===== src/rtl/ddpi_pkg.sv =====
package ddpi_pkg;

	// CORDIC datapath: x and y in Q2.30 with guard bits, angle in Q2.30 radians.
	localparam int CORDIC_STEPS = 24;
	localparam int STEP_W = 5;
	localparam int CW = 40;
	localparam int ZW = 36;

	localparam logic signed [ZW-1:0] PI_Q30 = 36'sd3373259426;
	localparam logic signed [ZW-1:0] HALF_PI_Q30 = 36'sd1686629713;
	localparam logic signed [CW-1:0] GAIN_Q30 = 40'sd652032874;

	// Heading constants in Q3.16 radians.
	localparam int PI_Q16 = 205887;
	localparam int TWO_PI_Q16 = 411775;

	// Configuration register indexes.
	localparam logic [2:0] REG_POSE_SOURCE = 3'd0;
	localparam logic [2:0] REG_TICK_SECONDS = 3'd1;
	localparam logic [2:0] REG_START_X = 3'd2;
	localparam logic [2:0] REG_START_Y = 3'd3;
	localparam logic [2:0] REG_START_HEADING = 3'd4;

	typedef enum logic [4:0] {
		ST_IDLE,
		ST_VDT,
		ST_WDT,
		ST_WSTEP,
		ST_ROT,
		ST_MULC,
		ST_MULS,
		ST_ADDY,
		ST_Q0,
		ST_Q1,
		ST_Q2,
		ST_Q3,
		ST_Q4,
		ST_QVEC,
		ST_QRUN,
		ST_WRAP,
		ST_DONE
	} state_t;

	typedef struct packed {
		logic start;
		logic vectoring;
	} cordic_cmd_t;

	typedef struct packed {
		logic busy;
		logic done;
	} cordic_sts_t;

	function automatic logic signed [ZW-1:0] atan_q30(input logic [STEP_W-1:0] idx);
		logic signed [ZW-1:0] a;
		case (idx)
			5'd0: a = 36'sh03243F6A8;
			5'd1: a = 36'sh01DAC6705;
			5'd2: a = 36'sh00FADBAFC;
			5'd3: a = 36'sh007F56EA6;
			5'd4: a = 36'sh003FEAB76;
			5'd5: a = 36'sh001FFD55B;
			5'd6: a = 36'sh000FFFAAA;
			5'd7: a = 36'sh0007FFF55;
			5'd8: a = 36'sh0003FFFEA;
			5'd9: a = 36'sh0001FFFFD;
			5'd10: a = 36'sh0000FFFFF;
			5'd11: a = 36'sh00007FFFF;
			5'd12: a = 36'sh00003FFFF;
			5'd13: a = 36'sh00001FFFF;
			5'd14: a = 36'sh00000FFFF;
			5'd15: a = 36'sh000007FFF;
			5'd16: a = 36'sh000003FFF;
			5'd17: a = 36'sh000001FFF;
			5'd18: a = 36'sh000000FFF;
			5'd19: a = 36'sh0000007FF;
			5'd20: a = 36'sh0000003FF;
			5'd21: a = 36'sh0000001FF;
			5'd22: a = 36'sh0000000FF;
			5'd23: a = 36'sh00000007F;
			default: a = '0;
		endcase
		return a;
	endfunction

endpackage


===== src/rtl/ddpi_cordic.sv =====
module ddpi_cordic (
	input  logic                              clk,
	input  logic                              arst_n,
	input  ddpi_pkg::cordic_cmd_t             cmd,
	input  logic signed [ddpi_pkg::CW-1:0]    x0,
	input  logic signed [ddpi_pkg::CW-1:0]    y0,
	input  logic signed [ddpi_pkg::ZW-1:0]    z0,
	output ddpi_pkg::cordic_sts_t             sts,
	output logic signed [ddpi_pkg::CW-1:0]    x,
	output logic signed [ddpi_pkg::CW-1:0]    y,
	output logic signed [ddpi_pkg::ZW-1:0]    z
);
	import ddpi_pkg::*;

	logic                 running_q;
	logic                 done_q;
	logic [STEP_W-1:0]    step_q;
	logic                 vec_q;
	logic signed [CW-1:0] x_q, y_q;
	logic signed [ZW-1:0] z_q;

	logic                 last;
	logic                 ccw;
	logic signed [CW-1:0] dx, dy;
	logic signed [ZW-1:0] ang;

	assign last = (step_q == STEP_W'(CORDIC_STEPS - 1));

	// Rotation mode drives the angle to zero, vectoring mode drives y to zero.
	always_comb begin
		dx = y_q >>> step_q;
		dy = x_q >>> step_q;
		ang = atan_q30(step_q);
		ccw = vec_q ? y_q[CW-1] : !z_q[ZW-1];
	end

	always_ff @(posedge clk or negedge arst_n) begin
		if (!arst_n) begin
			running_q <= 1'b0;
			done_q <= 1'b0;
			step_q <= '0;
		end else begin
			done_q <= running_q && last;
			if (cmd.start) begin
				running_q <= 1'b1;
				step_q <= '0;
			end else if (running_q) begin
				step_q <= step_q + 1'b1;
				if (last) begin
					running_q <= 1'b0;
				end
			end
		end
	end

	always_ff @(posedge clk) begin
		if (cmd.start) begin
			x_q <= x0;
			y_q <= y0;
			z_q <= z0;
			vec_q <= cmd.vectoring;
		end else if (running_q) begin
			if (ccw) begin
				x_q <= x_q - dx;
				y_q <= y_q + dy;
				z_q <= z_q - ang;
			end else begin
				x_q <= x_q + dx;
				y_q <= y_q - dy;
				z_q <= z_q + ang;
			end
		end
	end

	assign sts.busy = running_q;
	assign sts.done = done_q;
	assign x = x_q;
	assign y = y_q;
	assign z = z_q;

endmodule


===== src/rtl/diff_drive_pose_integrator_core.sv =====
// A new tick is taken only once the last one's pose has moved to the output register, in
// either mode; in pose mode a zero quaternion sine term skips the CORDIC. The CORDIC and
// the heading wrap run on shared units, and a new tick is taken while the last pose waits
// downstream.
// Reset: pose is cleared, pose_source is 0 and tick_seconds is 2621; start writes load the pose.
module diff_drive_pose_integrator_core (
	input  logic         clk,
	input  logic         arst_n,
	input  logic         cfg_wen,
	input  logic [2:0]   cfg_idx,
	input  logic [31:0]  cfg_wdata,
	input  logic         s_tvalid,
	output logic         s_tready,
	// lin_vel[23:0], ang_vel[47:24], odo_x[79:48], odo_y[111:80],
	// quat_w[127:112], quat_x[143:128], quat_y[159:144], quat_z[175:160]
	input  logic [175:0] s_tdata,
	output logic         m_tvalid,
	input  logic         m_tready,
	// pose_x[31:0], pose_y[63:32], heading[82:64], zero[87:83]
	output logic [87:0]  m_tdata
);
	import ddpi_pkg::*;

	localparam logic signed [26:0] WRAP_OFS = 27'(TWO_PI_Q16 * 64);

	state_t state_q, state_d;

	logic                pose_source_q;
	logic [16:0]         dt_q;
	logic [31:0]         pos_x_q, pos_y_q;
	logic signed [18:0]  yaw_q;

	logic signed [23:0]  v_q, w_q;
	logic signed [15:0]  qw_q, qx_q, qy_q, qz_q;

	logic signed [40:0]  mul_a;
	logic signed [18:0]  mul_b;
	logic signed [59:0]  prod_q;
	logic signed [40:0]  vdt_q;
	logic signed [31:0]  pq_q;
	logic signed [33:0]  sn_q, cs_q;
	logic signed [26:0]  r_q;
	logic [2:0]          wcnt_q;
	logic                flip_q;

	logic                out_valid_q;
	logic [31:0]         out_x_q, out_y_q;
	logic signed [18:0]  out_h_q;

	cordic_cmd_t          cmd;
	cordic_sts_t          sts;
	logic signed [CW-1:0] x0, y0, cx, cy;
	logic signed [ZW-1:0] z0, cz;

	logic                 accept;
	logic                 out_free;
	logic signed [CW-1:0] cx_f, cy_f, cx_r, cy_r;
	logic signed [18:0]   cos_v, sin_v;
	logic signed [59:0]   wsum, psum;
	logic signed [26:0]   wstep;
	logic [31:0]          pstep;
	logic signed [32:0]   qsum;
	logic signed [ZW-1:0] hz, czr;
	logic signed [26:0]   zstep;
	logic signed [26:0]   wmod;
	logic signed [18:0]   yaw_new;
	logic                 cs_neg;

	function automatic logic signed [18:0] wrap_start(input logic signed [18:0] h);
		logic signed [20:0] r;
		r = 21'(h) + 21'(PI_Q16);
		if (r < 0) begin
			r = r + 21'(TWO_PI_Q16);
		end else if (r >= 21'(TWO_PI_Q16)) begin
			r = r - 21'(TWO_PI_Q16);
		end
		return 19'(r - 21'(PI_Q16));
	endfunction

	ddpi_cordic u_cordic (
		.clk    (clk),
		.arst_n (arst_n),
		.cmd    (cmd),
		.x0     (x0),
		.y0     (y0),
		.z0     (z0),
		.sts    (sts),
		.x      (cx),
		.y      (cy),
		.z      (cz)
	);

	assign s_tready = (state_q == ST_IDLE);
	assign accept = s_tvalid && s_tready;
	assign out_free = !out_valid_q || m_tready;
	assign m_tvalid = out_valid_q;
	assign m_tdata = {5'b0, out_h_q, out_y_q, out_x_q};

	// Rounding and fixed-point alignment of the shared results.
	always_comb begin
		cx_f = flip_q ? -cx : cx;
		cy_f = flip_q ? -cy : cy;
		cx_r = cx_f + 40'sd8192;
		cy_r = cy_f + 40'sd8192;
		cos_v = cx_r[32:14];
		sin_v = cy_r[32:14];
		wsum = prod_q + 60'sd32768;
		wstep = wsum[42:16];
		psum = prod_q + 60'sd2147483648;
		pstep = {{4{psum[59]}}, psum[59:32]};
		qsum = 33'(pq_q) + 33'($signed(prod_q[31:0]));
		hz = {{3{yaw_q[18]}}, yaw_q, 14'b0};
		czr = cz + 36'sd8192;
		zstep = 27'($signed(czr[ZW-1:14]));
		wmod = WRAP_OFS >>> (wcnt_q - 3'd1);
		yaw_new = 19'(r_q - 27'(PI_Q16));
		cs_neg = cs_q[33];
	end

	// Shared multiplier operands.
	always_comb begin
		mul_a = '0;
		mul_b = '0;
		case (state_q)
			ST_VDT: begin
				mul_a = 41'(v_q);
				mul_b = {2'b00, dt_q};
			end
			ST_WDT: begin
				mul_a = 41'(w_q);
				mul_b = {2'b00, dt_q};
			end
			ST_MULC: begin
				mul_a = vdt_q;
				mul_b = cos_v;
			end
			ST_MULS: begin
				mul_a = vdt_q;
				mul_b = sin_v;
			end
			ST_Q0: begin
				mul_a = 41'(qw_q);
				mul_b = 19'(qz_q);
			end
			ST_Q1: begin
				mul_a = 41'(qx_q);
				mul_b = 19'(qy_q);
			end
			ST_Q2: begin
				mul_a = 41'(qy_q);
				mul_b = 19'(qy_q);
			end
			ST_Q3: begin
				mul_a = 41'(qz_q);
				mul_b = 19'(qz_q);
			end
			default: begin
				mul_a = '0;
				mul_b = '0;
			end
		endcase
	end

	always_ff @(posedge clk or negedge arst_n) begin
		if (!arst_n) begin
			state_q <= ST_IDLE;
		end else begin
			state_q <= state_d;
		end
	end

	always_comb begin
		state_d = state_q;
		cmd.start = 1'b0;
		cmd.vectoring = 1'b0;
		x0 = GAIN_Q30;
		y0 = '0;
		z0 = hz;
		case (state_q)
			ST_IDLE: begin
				if (accept) begin
					state_d = pose_source_q ? ST_Q0 : ST_VDT;
				end
			end
			ST_VDT: state_d = ST_WDT;
			ST_WDT: state_d = ST_WSTEP;
			ST_WSTEP: begin
				// Fold the heading into [-pi/2, pi/2] and negate the result afterwards.
				cmd.start = 1'b1;
				if (hz > HALF_PI_Q30) begin
					z0 = hz - PI_Q30;
				end else if (hz < -HALF_PI_Q30) begin
					z0 = hz + PI_Q30;
				end
				state_d = ST_ROT;
			end
			ST_ROT: begin
				if (sts.done) begin
					state_d = ST_MULC;
				end
			end
			ST_MULC: state_d = ST_MULS;
			ST_MULS: state_d = ST_ADDY;
			ST_ADDY: state_d = ST_WRAP;
			ST_Q0: state_d = ST_Q1;
			ST_Q1: state_d = ST_Q2;
			ST_Q2: state_d = ST_Q3;
			ST_Q3: state_d = ST_Q4;
			ST_Q4: state_d = ST_QVEC;
			ST_QVEC: begin
				if (sn_q == '0) begin
					state_d = ST_WRAP;
				end else begin
					// A negative cosine term starts from the opposite half plane.
					cmd.start = 1'b1;
					cmd.vectoring = 1'b1;
					x0 = cs_neg ? -CW'(cs_q) : CW'(cs_q);
					y0 = cs_neg ? -CW'(sn_q) : CW'(sn_q);
					z0 = cs_neg ? (sn_q[33] ? -PI_Q30 : PI_Q30) : '0;
					state_d = ST_QRUN;
				end
			end
			ST_QRUN: begin
				if (sts.done) begin
					state_d = ST_WRAP;
				end
			end
			ST_WRAP: begin
				if (wcnt_q == 3'd7) begin
					state_d = ST_DONE;
				end
			end
			ST_DONE: begin
				if (out_free) begin
					state_d = ST_IDLE;
				end
			end
			default: state_d = ST_IDLE;
		endcase
	end

	// Architectural state: configuration and pose.
	always_ff @(posedge clk or negedge arst_n) begin
		if (!arst_n) begin
			pose_source_q <= 1'b0;
			dt_q <= 17'd2621;
			pos_x_q <= '0;
			pos_y_q <= '0;
			yaw_q <= '0;
		end else begin
			if (cfg_wen) begin
				case (cfg_idx)
					REG_POSE_SOURCE: pose_source_q <= cfg_wdata[0];
					REG_TICK_SECONDS: dt_q <= cfg_wdata[16:0];
					REG_START_X: pos_x_q <= cfg_wdata;
					REG_START_Y: pos_y_q <= cfg_wdata;
					REG_START_HEADING: yaw_q <= wrap_start(cfg_wdata[18:0]);
					default: ;
				endcase
			end
			if (accept && pose_source_q) begin
				pos_x_q <= s_tdata[79:48];
				pos_y_q <= s_tdata[111:80];
			end
			if (state_q == ST_MULS) begin
				pos_x_q <= pos_x_q + pstep;
			end
			if (state_q == ST_ADDY) begin
				pos_y_q <= pos_y_q + pstep;
			end
			if (state_q == ST_DONE && out_free) begin
				yaw_q <= yaw_new;
			end
		end
	end

	// Working registers of the sequencer.
	always_ff @(posedge clk) begin
		prod_q <= mul_a * mul_b;
		if (accept) begin
			v_q <= s_tdata[23:0];
			w_q <= s_tdata[47:24];
			qw_q <= s_tdata[127:112];
			qx_q <= s_tdata[143:128];
			qy_q <= s_tdata[159:144];
			qz_q <= s_tdata[175:160];
		end
		if (state_q == ST_WRAP) begin
			wcnt_q <= wcnt_q + 1'b1;
		end else begin
			wcnt_q <= '0;
		end
		case (state_q)
			ST_WDT: vdt_q <= prod_q[40:0];
			ST_WSTEP: begin
				r_q <= 27'(yaw_q) + wstep + 27'(PI_Q16);
				flip_q <= (hz > HALF_PI_Q30) || (hz < -HALF_PI_Q30);
			end
			ST_Q1: pq_q <= prod_q[31:0];
			ST_Q2: sn_q <= {qsum, 1'b0};
			ST_Q3: pq_q <= prod_q[31:0];
			ST_Q4: cs_q <= 34'sd1073741824 - {qsum, 1'b0};
			ST_QVEC: begin
				flip_q <= 1'b0;
				if (sn_q == '0) begin
					r_q <= cs_neg ? 27'(2 * PI_Q16) : 27'(PI_Q16);
				end
			end
			ST_QRUN: begin
				if (sts.done) begin
					r_q <= zstep + 27'(PI_Q16);
				end
			end
			ST_WRAP: begin
				// First bring the value above zero, then strip multiples of 2*pi from the
				// largest power-of-two multiple down.
				if (wcnt_q == 3'd0) begin
					if (r_q < 0) begin
						r_q <= r_q + WRAP_OFS;
					end
				end else if (r_q >= wmod) begin
					r_q <= r_q - wmod;
				end
			end
			default: ;
		endcase
	end

	always_ff @(posedge clk or negedge arst_n) begin
		if (!arst_n) begin
			out_valid_q <= 1'b0;
		end else if (state_q == ST_DONE && out_free) begin
			out_valid_q <= 1'b1;
		end else if (m_tready) begin
			out_valid_q <= 1'b0;
		end
	end

	always_ff @(posedge clk) begin
		if (state_q == ST_DONE && out_free) begin
			out_x_q <= pos_x_q;
			out_y_q <= pos_y_q;
			out_h_q <= yaw_new;
		end
	end

`ifndef ASSERT_OFF
	a_accept_leaves_idle: assert property (@(posedge clk) disable iff (!arst_n)
		(s_tvalid && s_tready) |=> (state_q != ST_IDLE))
		else $error("sequencer stayed idle after accepting a tick");

	a_yaw_in_range: assert property (@(posedge clk) disable iff (!arst_n)
		(yaw_q >= -19'(PI_Q16)) && (yaw_q <= 19'(PI_Q16)))
		else $error("held heading outside [-pi, pi]");

	a_cordic_done_waited: assert property (@(posedge clk) disable iff (!arst_n)
		sts.done |-> (state_q == ST_ROT || state_q == ST_QRUN))
		else $error("CORDIC finished while the sequencer was not waiting on it");

	a_idle_cordic_quiet: assert property (@(posedge clk) disable iff (!arst_n)
		s_tready |-> !sts.busy)
		else $error("CORDIC still running while ready for a new tick");
`endif

endmodule


===== config.mk =====
export PLATFORM = sky130hd
export DESIGN_NAME = diff_drive_pose_integrator_core
export DESIGN_NICKNAME = d
export VERILOG_FILES = /design/src/rtl/ddpi_pkg.sv /design/src/rtl/ddpi_cordic.sv /design/src/rtl/diff_drive_pose_integrator_core.sv
export SDC_FILE = /design/constraint.sdc
export NUM_CORES = 2
export LEC_CHECK = 0
export BUFFER_PORTS_ARGS = -buffer_cell sky130_fd_sc_hd__buf_2
export CORE_MARGIN = 2
export CORE_UTILIZATION = 30
export DETAILED_ROUTE_END_ITERATION = 10
export GPL_ROUTABILITY_DRIVEN = 0
export GPL_TIMING_DRIVEN = 0
export PLACE_DENSITY = 0.49
export SLEW_MARGIN = 0
export SYNTH_ARGS = -nofsm -noshare
export SYNTH_HDL_FRONTEND = slang
export SYNTH_SLANG_ARGS = --single-unit

===== constraint.sdc =====
create_clock -name clk -period 12.69 [get_ports clk]
set_input_delay 1.9035 -clock clk [delete_from_list [all_inputs] [get_ports clk]]
set_output_delay 1.9035 -clock clk [all_outputs]
set_load 0.005 [all_outputs]

== Word-level counts from Yosys, hierarchy flattened ==
Memory sizes are Yosys's and may differ from the RTL's.
Cells that the tools add are included.
Storage, ports and cells
  input port bits: 216
  output and inout port bits: 90
  memories kept: 1
  word-level logic and storage cells: 206
  flip-flop bits (word level): 657
  ROM bits: 960
Operators by class
  order comparisons: 6
  reduce and logical (&&, ||, !) cells: 34
  muxes and demuxes: 66
  equal/unequal tests: 30
  shift-type cells: 3
  multiply operators: 1
  add/subtract/negate cells: 34
Memory list
  (no name shown): words 32, width 30, read ports 1, clocked after memory_dff 0, write ports 0, RTL line ddpi_pkg.sv:56  | case (idx)
Operators by type and width (count)
  2-to-1 mux 40 bit: 12
  2-to-1 mux 36 bit: 8
  one-hot mux 41 bit (7 select lines): 1
  2-to-1 mux 32 bit: 8
  2-to-1 mux 19 bit: 8
  2-to-1 mux 27 bit: 5
  one-hot mux 27 bit (4 select lines): 1
  one-hot mux 19 bit (5 select lines): 1
  one-hot mux 5 bit (17 select lines): 1
  adder 40 bit: 2
  negator 34 -> 40 bit: 2
  >>> shifter 40 x 5 -> 40 bit: 2
  subtractor 40 bit: 2
  one-hot mux 36 bit (2 select lines): 1
  adder 33 x 15 -> 33 bit (second input constant): 2
  2-to-1 mux 33 bit: 2
  negator 33 bit: 2
  adder 32 bit: 2
  adder 60 x 33 -> 60 bit (second input constant): 1
  multiplier 41 x 19 -> 60 bit: 1
  adder 43 x 17 -> 43 bit (second input constant): 1
  == test 5 x 4 -> 1 bit (second input constant): 8
  subtractor 19 bit (second input constant): 2
  adder 36 x 15 -> 36 bit (second input constant): 1
  52 further kinds: 98

== Longest topological paths before layout ==
  depth in word-level cells: 10
  gate-level depth with buffers: 44
  depth with buffers taken out: 38

== Hierarchy ==
From an unflattened synthesis, not the netlist that was laid out.
Second synthesis, totals
  cells, all modules: 9211
  area, all modules: 82359.0 µm²
By module, submodules not included
  diff_drive_pose_integrator_core: cells an instance 6834, seq. area each 14818.0 µm², times used 1, area each 61913.1 µm²
  ddpi_cordic: cells an instance 2377, seq. area each 3688.5 µm², times used 1, area each 20445.9 µm²

== Worst setup path after synthesis ==
OpenSTA, ideal clock, no wires.
  path kind: reg2reg
  start: register u_cordic.y_q[15] (netlist: u_cordic.y[15])
  end: register prod_q[55]
  setup time: 0.119 ns
  stages on the path, launching flop included: 38
  data arrival time: 9.941 ns
  period minus slack after synthesis: 10.060 ns
  required time: 12.571 ns
  buffers on the path: 2
  setup slack: 2.630 ns
  cell sequence: edfxtp_1 -> or3_1 -> or2_1 -> or4_1 -> clkbuf_1 -> or4_1 -> a32oi_1 -> and3_1 -> and4_1 -> nand3_1 -> nor4_1 -> xnor2_1 -> a21oi_2 -> buf_2 -> nand2b_1 -> fa_1 -> fa_1 -> inv_1 -> [2 not listed] -> fa_1 -> fa_1 -> inv_1 -> fa_1 -> inv_1 -> ha_1 -> o21ai_0 -> a21boi_0 -> o31a_1 -> o21ai_0 -> a2111oi_0 -> o211ai_1 -> a41oi_1 -> o21ai_0 -> a21oi_1 -> a21o_1 -> a21oi_1 -> xnor2_1
On the way
  longest elaborated chain between the ends: 5
Ends and longest elaborated chain
  from (decl): RTL line ddpi_cordic.sv:19  | logic signed [CW-1:0] x_q, y_q;
  from (signal assigned): RTL line ddpi_cordic.sv:59  | y_q <= y0;
  from (signal assigned): RTL line ddpi_cordic.sv:65  | y_q <= y_q + dy;
  from (signal assigned): RTL line ddpi_cordic.sv:69  | y_q <= y_q - dy;
  negator 33 bit: RTL line diff_drive_pose_integrator_core.sv:102  | cy_f = flip_q ? -cy : cy;
  2-to-1 mux 33 bit (*): RTL line diff_drive_pose_integrator_core.sv:102
  adder 33 x 15 -> 33 bit (*): RTL line diff_drive_pose_integrator_core.sv:104  | cy_r = cy_f + 40'sd8192;
  one-hot mux 19 bit (5 select lines) (*): RTL line diff_drive_pose_integrator_core.sv:124  | case (state_q)
  multiplier 41 x 19 -> 60 bit (*): RTL line diff_drive_pose_integrator_core.sv:279  | prod_q <= mul_a * mul_b;
  to (signal assigned): RTL line diff_drive_pose_integrator_core.sv:279
  to (decl): RTL line diff_drive_pose_integrator_core.sv:38  | logic signed [59:0] prod_q;
Mark *: on every way between the ends. The rest lies on a longest branch, timed or not.
A chain may end at the register's enable or synchronous reset.

== Worst setup path in the final report ==
  start: register u_cordic.y_q[14] (netlist: u_cordic.y[14])
  end: register prod_q[58]
Same word-level chain as after synthesis.

==> run_results.csv <==
group,metric,value,unit
run_status,outcome,"completed",
cells_and_area,nFillCells,26800,
sta,setup_viol,0,
floorplan,ios,306,
synthesis,netlist_top_cells_count,"1095 x nand2_1, 862 x inv_1, 751 x fa_1",
detailed_routing,first_pass_iters,8,
floorplan,die_h,515,µm
floorplan,num_rows,187,
synthesis,syn_area,78200,µm²
critical_path,r2r_setup_slack,0.45,ns
clock_network,clk_pin_slew,0.07,ns
floorplan,die_area,265000,µm²
detailed_routing,drt_iter0_drc,6923,
sta,fmax,81.7,MHz
clock_network,numClockSinks,656,
synthesis,yosysMostFrequentCell,"nand2_1",
cells_and_area,finalNetCount,10400,
clock_network,h-tree-depth,3,
clock_network,cts_max_path_buffers,3,
global_routing,grt_max_degree,65,
global_routing,antenna_found_initial,40,
synthesis,muxShareOfSynthArea,5.33,%
cells_and_area,drive_above_1_share,9.05,%
global_routing,grt_pass1_wl,455,mm
critical_path,rr_worst_depth,35,
sta,rsz0062_at_grt,"no",
clock_network,cts_tree,"yes",
synthesis,synth_top_flop_cell,"edfxtp_1",
critical_path,start_kind,"flop",
synthesis,synth_top_family_by_area,"adder cells",
sta,setup_ws,0.454,ns
global_routing,grt_use_total,23.1,%
critical_path,reg2reg_to,"prod_q[58]",
synthesis,synthTopCellsByArea,"fa_1 19%, edfxtp_1 18%, ha_1 7.6%, nand2_1 5.3%, xnor2_1 4.2%",
cells_and_area,area_growth,11.9,%
floorplan,coreArea,259000,µm²
clock_network,root_buffer,"clkbuf_16",
place,dp_slack,-0.592,ns
synthesis,avgSynthCellArea,9.13,µm²
global_routing,grt_pass1_vias,67700,
detailed_routing,drc_errors,0,
critical_path,path_common_cell,"fa_1",
worst_hold_path,min_from,"prod_q[10]",
synthesis,synth-async-reset-ratio,17.4,%
detailed_routing,num_vias,68800,
run,drv_cap,0,
clock_network,numCtsBuffers,82,
global_routing,grt-ovfl-total,0,
synthesis,synth_simple_gate_area_share,15.3,%
synthesis,synthDistinctLibCells,106,
synthesis,yosys.area_share.xor_xnor,7.32,%
synthesis,ys_warn_count,0,
synthesis,ys_seq_area_share,23.7,%
sta,worst_pin_slew,1.41,ns
synthesis,synthAdderAreaFrac,26.9,%
detailed_routing,ant_nets,0,
critical_path,slowest_stage,"clkbuf_1",
clock_network,clkLatencyLatePin,0.74,ns
floorplan,die_x,515,µm
sta,finalCritPeriodShare,96.4,%
sta,slew-limit-headroom,4.95,%
floorplan,start_util,30.1,%
critical_path,critPathCaptureType,"flop",
sta,hold_viol,0,
worst_hold_path,min_path_cells,0,
worst_hold_path,whs_endpoint,"vdt_q[10]",
sta,tns,0,ns
place,io_buffers,295,
synthesis,syn_inst,8567,
cells_and_area,final_cells,12500,
sta,post-route-min-period,12.24,ns
synthesis,synth_compound_gate_area_share,15.3,%
place,dp.cells,12300,
critical_path,slowest_delay,0.74,ns
detailed_routing,drt-total-wl,315,mm
sta,fin_skew,0.0524,ns
detailed_routing,via_per_inst,5.52,
critical_path,crit_type,"reg2reg",
sta,whs,0.475,ns
worst_hold_path,holdCritPathClass,"reg2reg",
critical_path,cp.arrival,12.86,ns
critical_path,rr_startpoint,"u_cordic.y[14]",
sta,finalMaxSlewViolations,0,
synthesis,ys_ff_latch,656,
place,hpwlAfterDp,259,mm
critical_path,required,13.32,ns
synthesis,synth_edf_count,479,
synthesis,synth_top_area_share,19.2,%
detailed_routing,wl_per_cell,25.2,µm
synthesis,yosysTopAreaCell,"fa_1",
critical_path,crit_fanout,10,
[logic make-up (layout without fill, tap and decap cells)]
logic type,count (synthesis),count (layout)
AOI/OAI and AO/OA,1862,1862
xor gates and xnor gates,653,653
adders and majority gates,1228,1228
buffers and inverters,1275,1743
DFF,656,656
muxes,263,263
other,1,28
and+or+nand+nor,2629,2629
[layer usage]
metal	global-route usage, %	wire length (µm)	part of all wire (%)	vias to the layer above
li1	-	-	-	30500
met1	29.9	128000	41	34500
met2	37.9	147000	47	3076
met3	2.66	21600	6.9	623
met4	12.0	18000	5.7	8
met5	0	50	0.016	-
[flip-flops by register name, summed over array words and instances, names as in the netlist, 24 cells and up]
| register | count |
|---|---|
| sn_q | 33 |
| pos_x_q | 32 |
| u_cordic.x | 40 |
| w_q | 24 |
| vdt_q | 41 |
| out_y_q | 32 |
| u_cordic.z | 36 |
| prod_q | 60 |
| out_x_q | 32 |
| cs_q | 33 |
| r_q | 27 |
| v_q | 24 |
| pos_y_q | 32 |
| pq_q | 32 |
| u_cordic.y | 40 |
[area by class of cell]
type / instances / area [µm²] / share of cell area [%]
Antenna cell: 23 / 57.6 / 0.0657
Timing Repair Buffer: 320 / 1840 / 2.11
Sequential cell: 656 / 18500 / 21.1
Inverter: 865 / 3250 / 3.71
Tap cell: 3402 / 4260 / 4.86
Clock buffer: 93 / 2150 / 2.46
Multi-Input combinational cell: 6640 / 55000 / 62.9
Buffer: 405 / 1690 / 1.93
Clock inverter: 60 / 762 / 0.870
[worst max path at each step]
stage,start,endpoint,slack (ns),cells after the start
after floorplan,u_cordic.y[15],prod_q[55],2.63,37
after global placement,state_q[3],prod_q[55],-2.28,41
after detailed placement,u_cordic.x[1],prod_q[58],-0.59,36
after CTS,u_cordic.x[1],prod_q[55],0.02,40
after global routing,u_cordic.x[1],prod_q[55],0.002,40
final,u_cordic.y[14],prod_q[58],0.45,35
[what timing repair did]
| action | 4_1_cts | 5_1_grt |
|---|---|---|
| setup buffers | 1 | 1 |
| setup endpoints to repair | 15 | 19 |
| hold buffers | 0 | 0 |
| pin swaps | 1 | 1 |
| resized for setup | 13 | 41 |
[worst max-delay path: cells and delay by family, from the launching register on]
family	cells	cell delay, ns
AOI/OAI and AO/OA	10	2.92
buffers and inverters	3	0.97
xor gates and xnor gates	2	0.26
and+or+nand+nor	12	3.48
DFF	1	0.62
adders and majority gates	8	3.89
[cell usage in the layout, fill, tap and decap left out, drive strengths merged, types with 33 or more instances in the layout]
cell       n
nor2     648
xnor2    373
a21oi    534
ha       477
clkbuf   400
mux2i     90
mux2      56
nand2b    76
buf      417
xor2     280
nand2   1095
nor3     120
o21ai    412
or3       80
o21a      83
inv      874
a31oi     69
or2       45
mux4     117
and3      76
o21bai    33
nand4     46
dfxtp     63
o22ai     61
dfrtp    107
nor4      39
clkinv    35
a211oi    46
a22oi     47
o31ai     61
nor2b     55
a21o     142
and2      88
edfxtp   479
o211ai    75
fa       751
nand3    168
[stage by stage]
step | instance area (µm²) | util, %
floorplan | 78200 | -
global placement | 84000 | 32.4
detailed placement | 84400 | 32.5
CTS | 87300 | 33.7
global route | 87500 | 33.7
finish | 87500 | 33.7
Power is not shown: default switching activity piles up to over one toggle a cycle in this logic, so the estimate is an artifact.
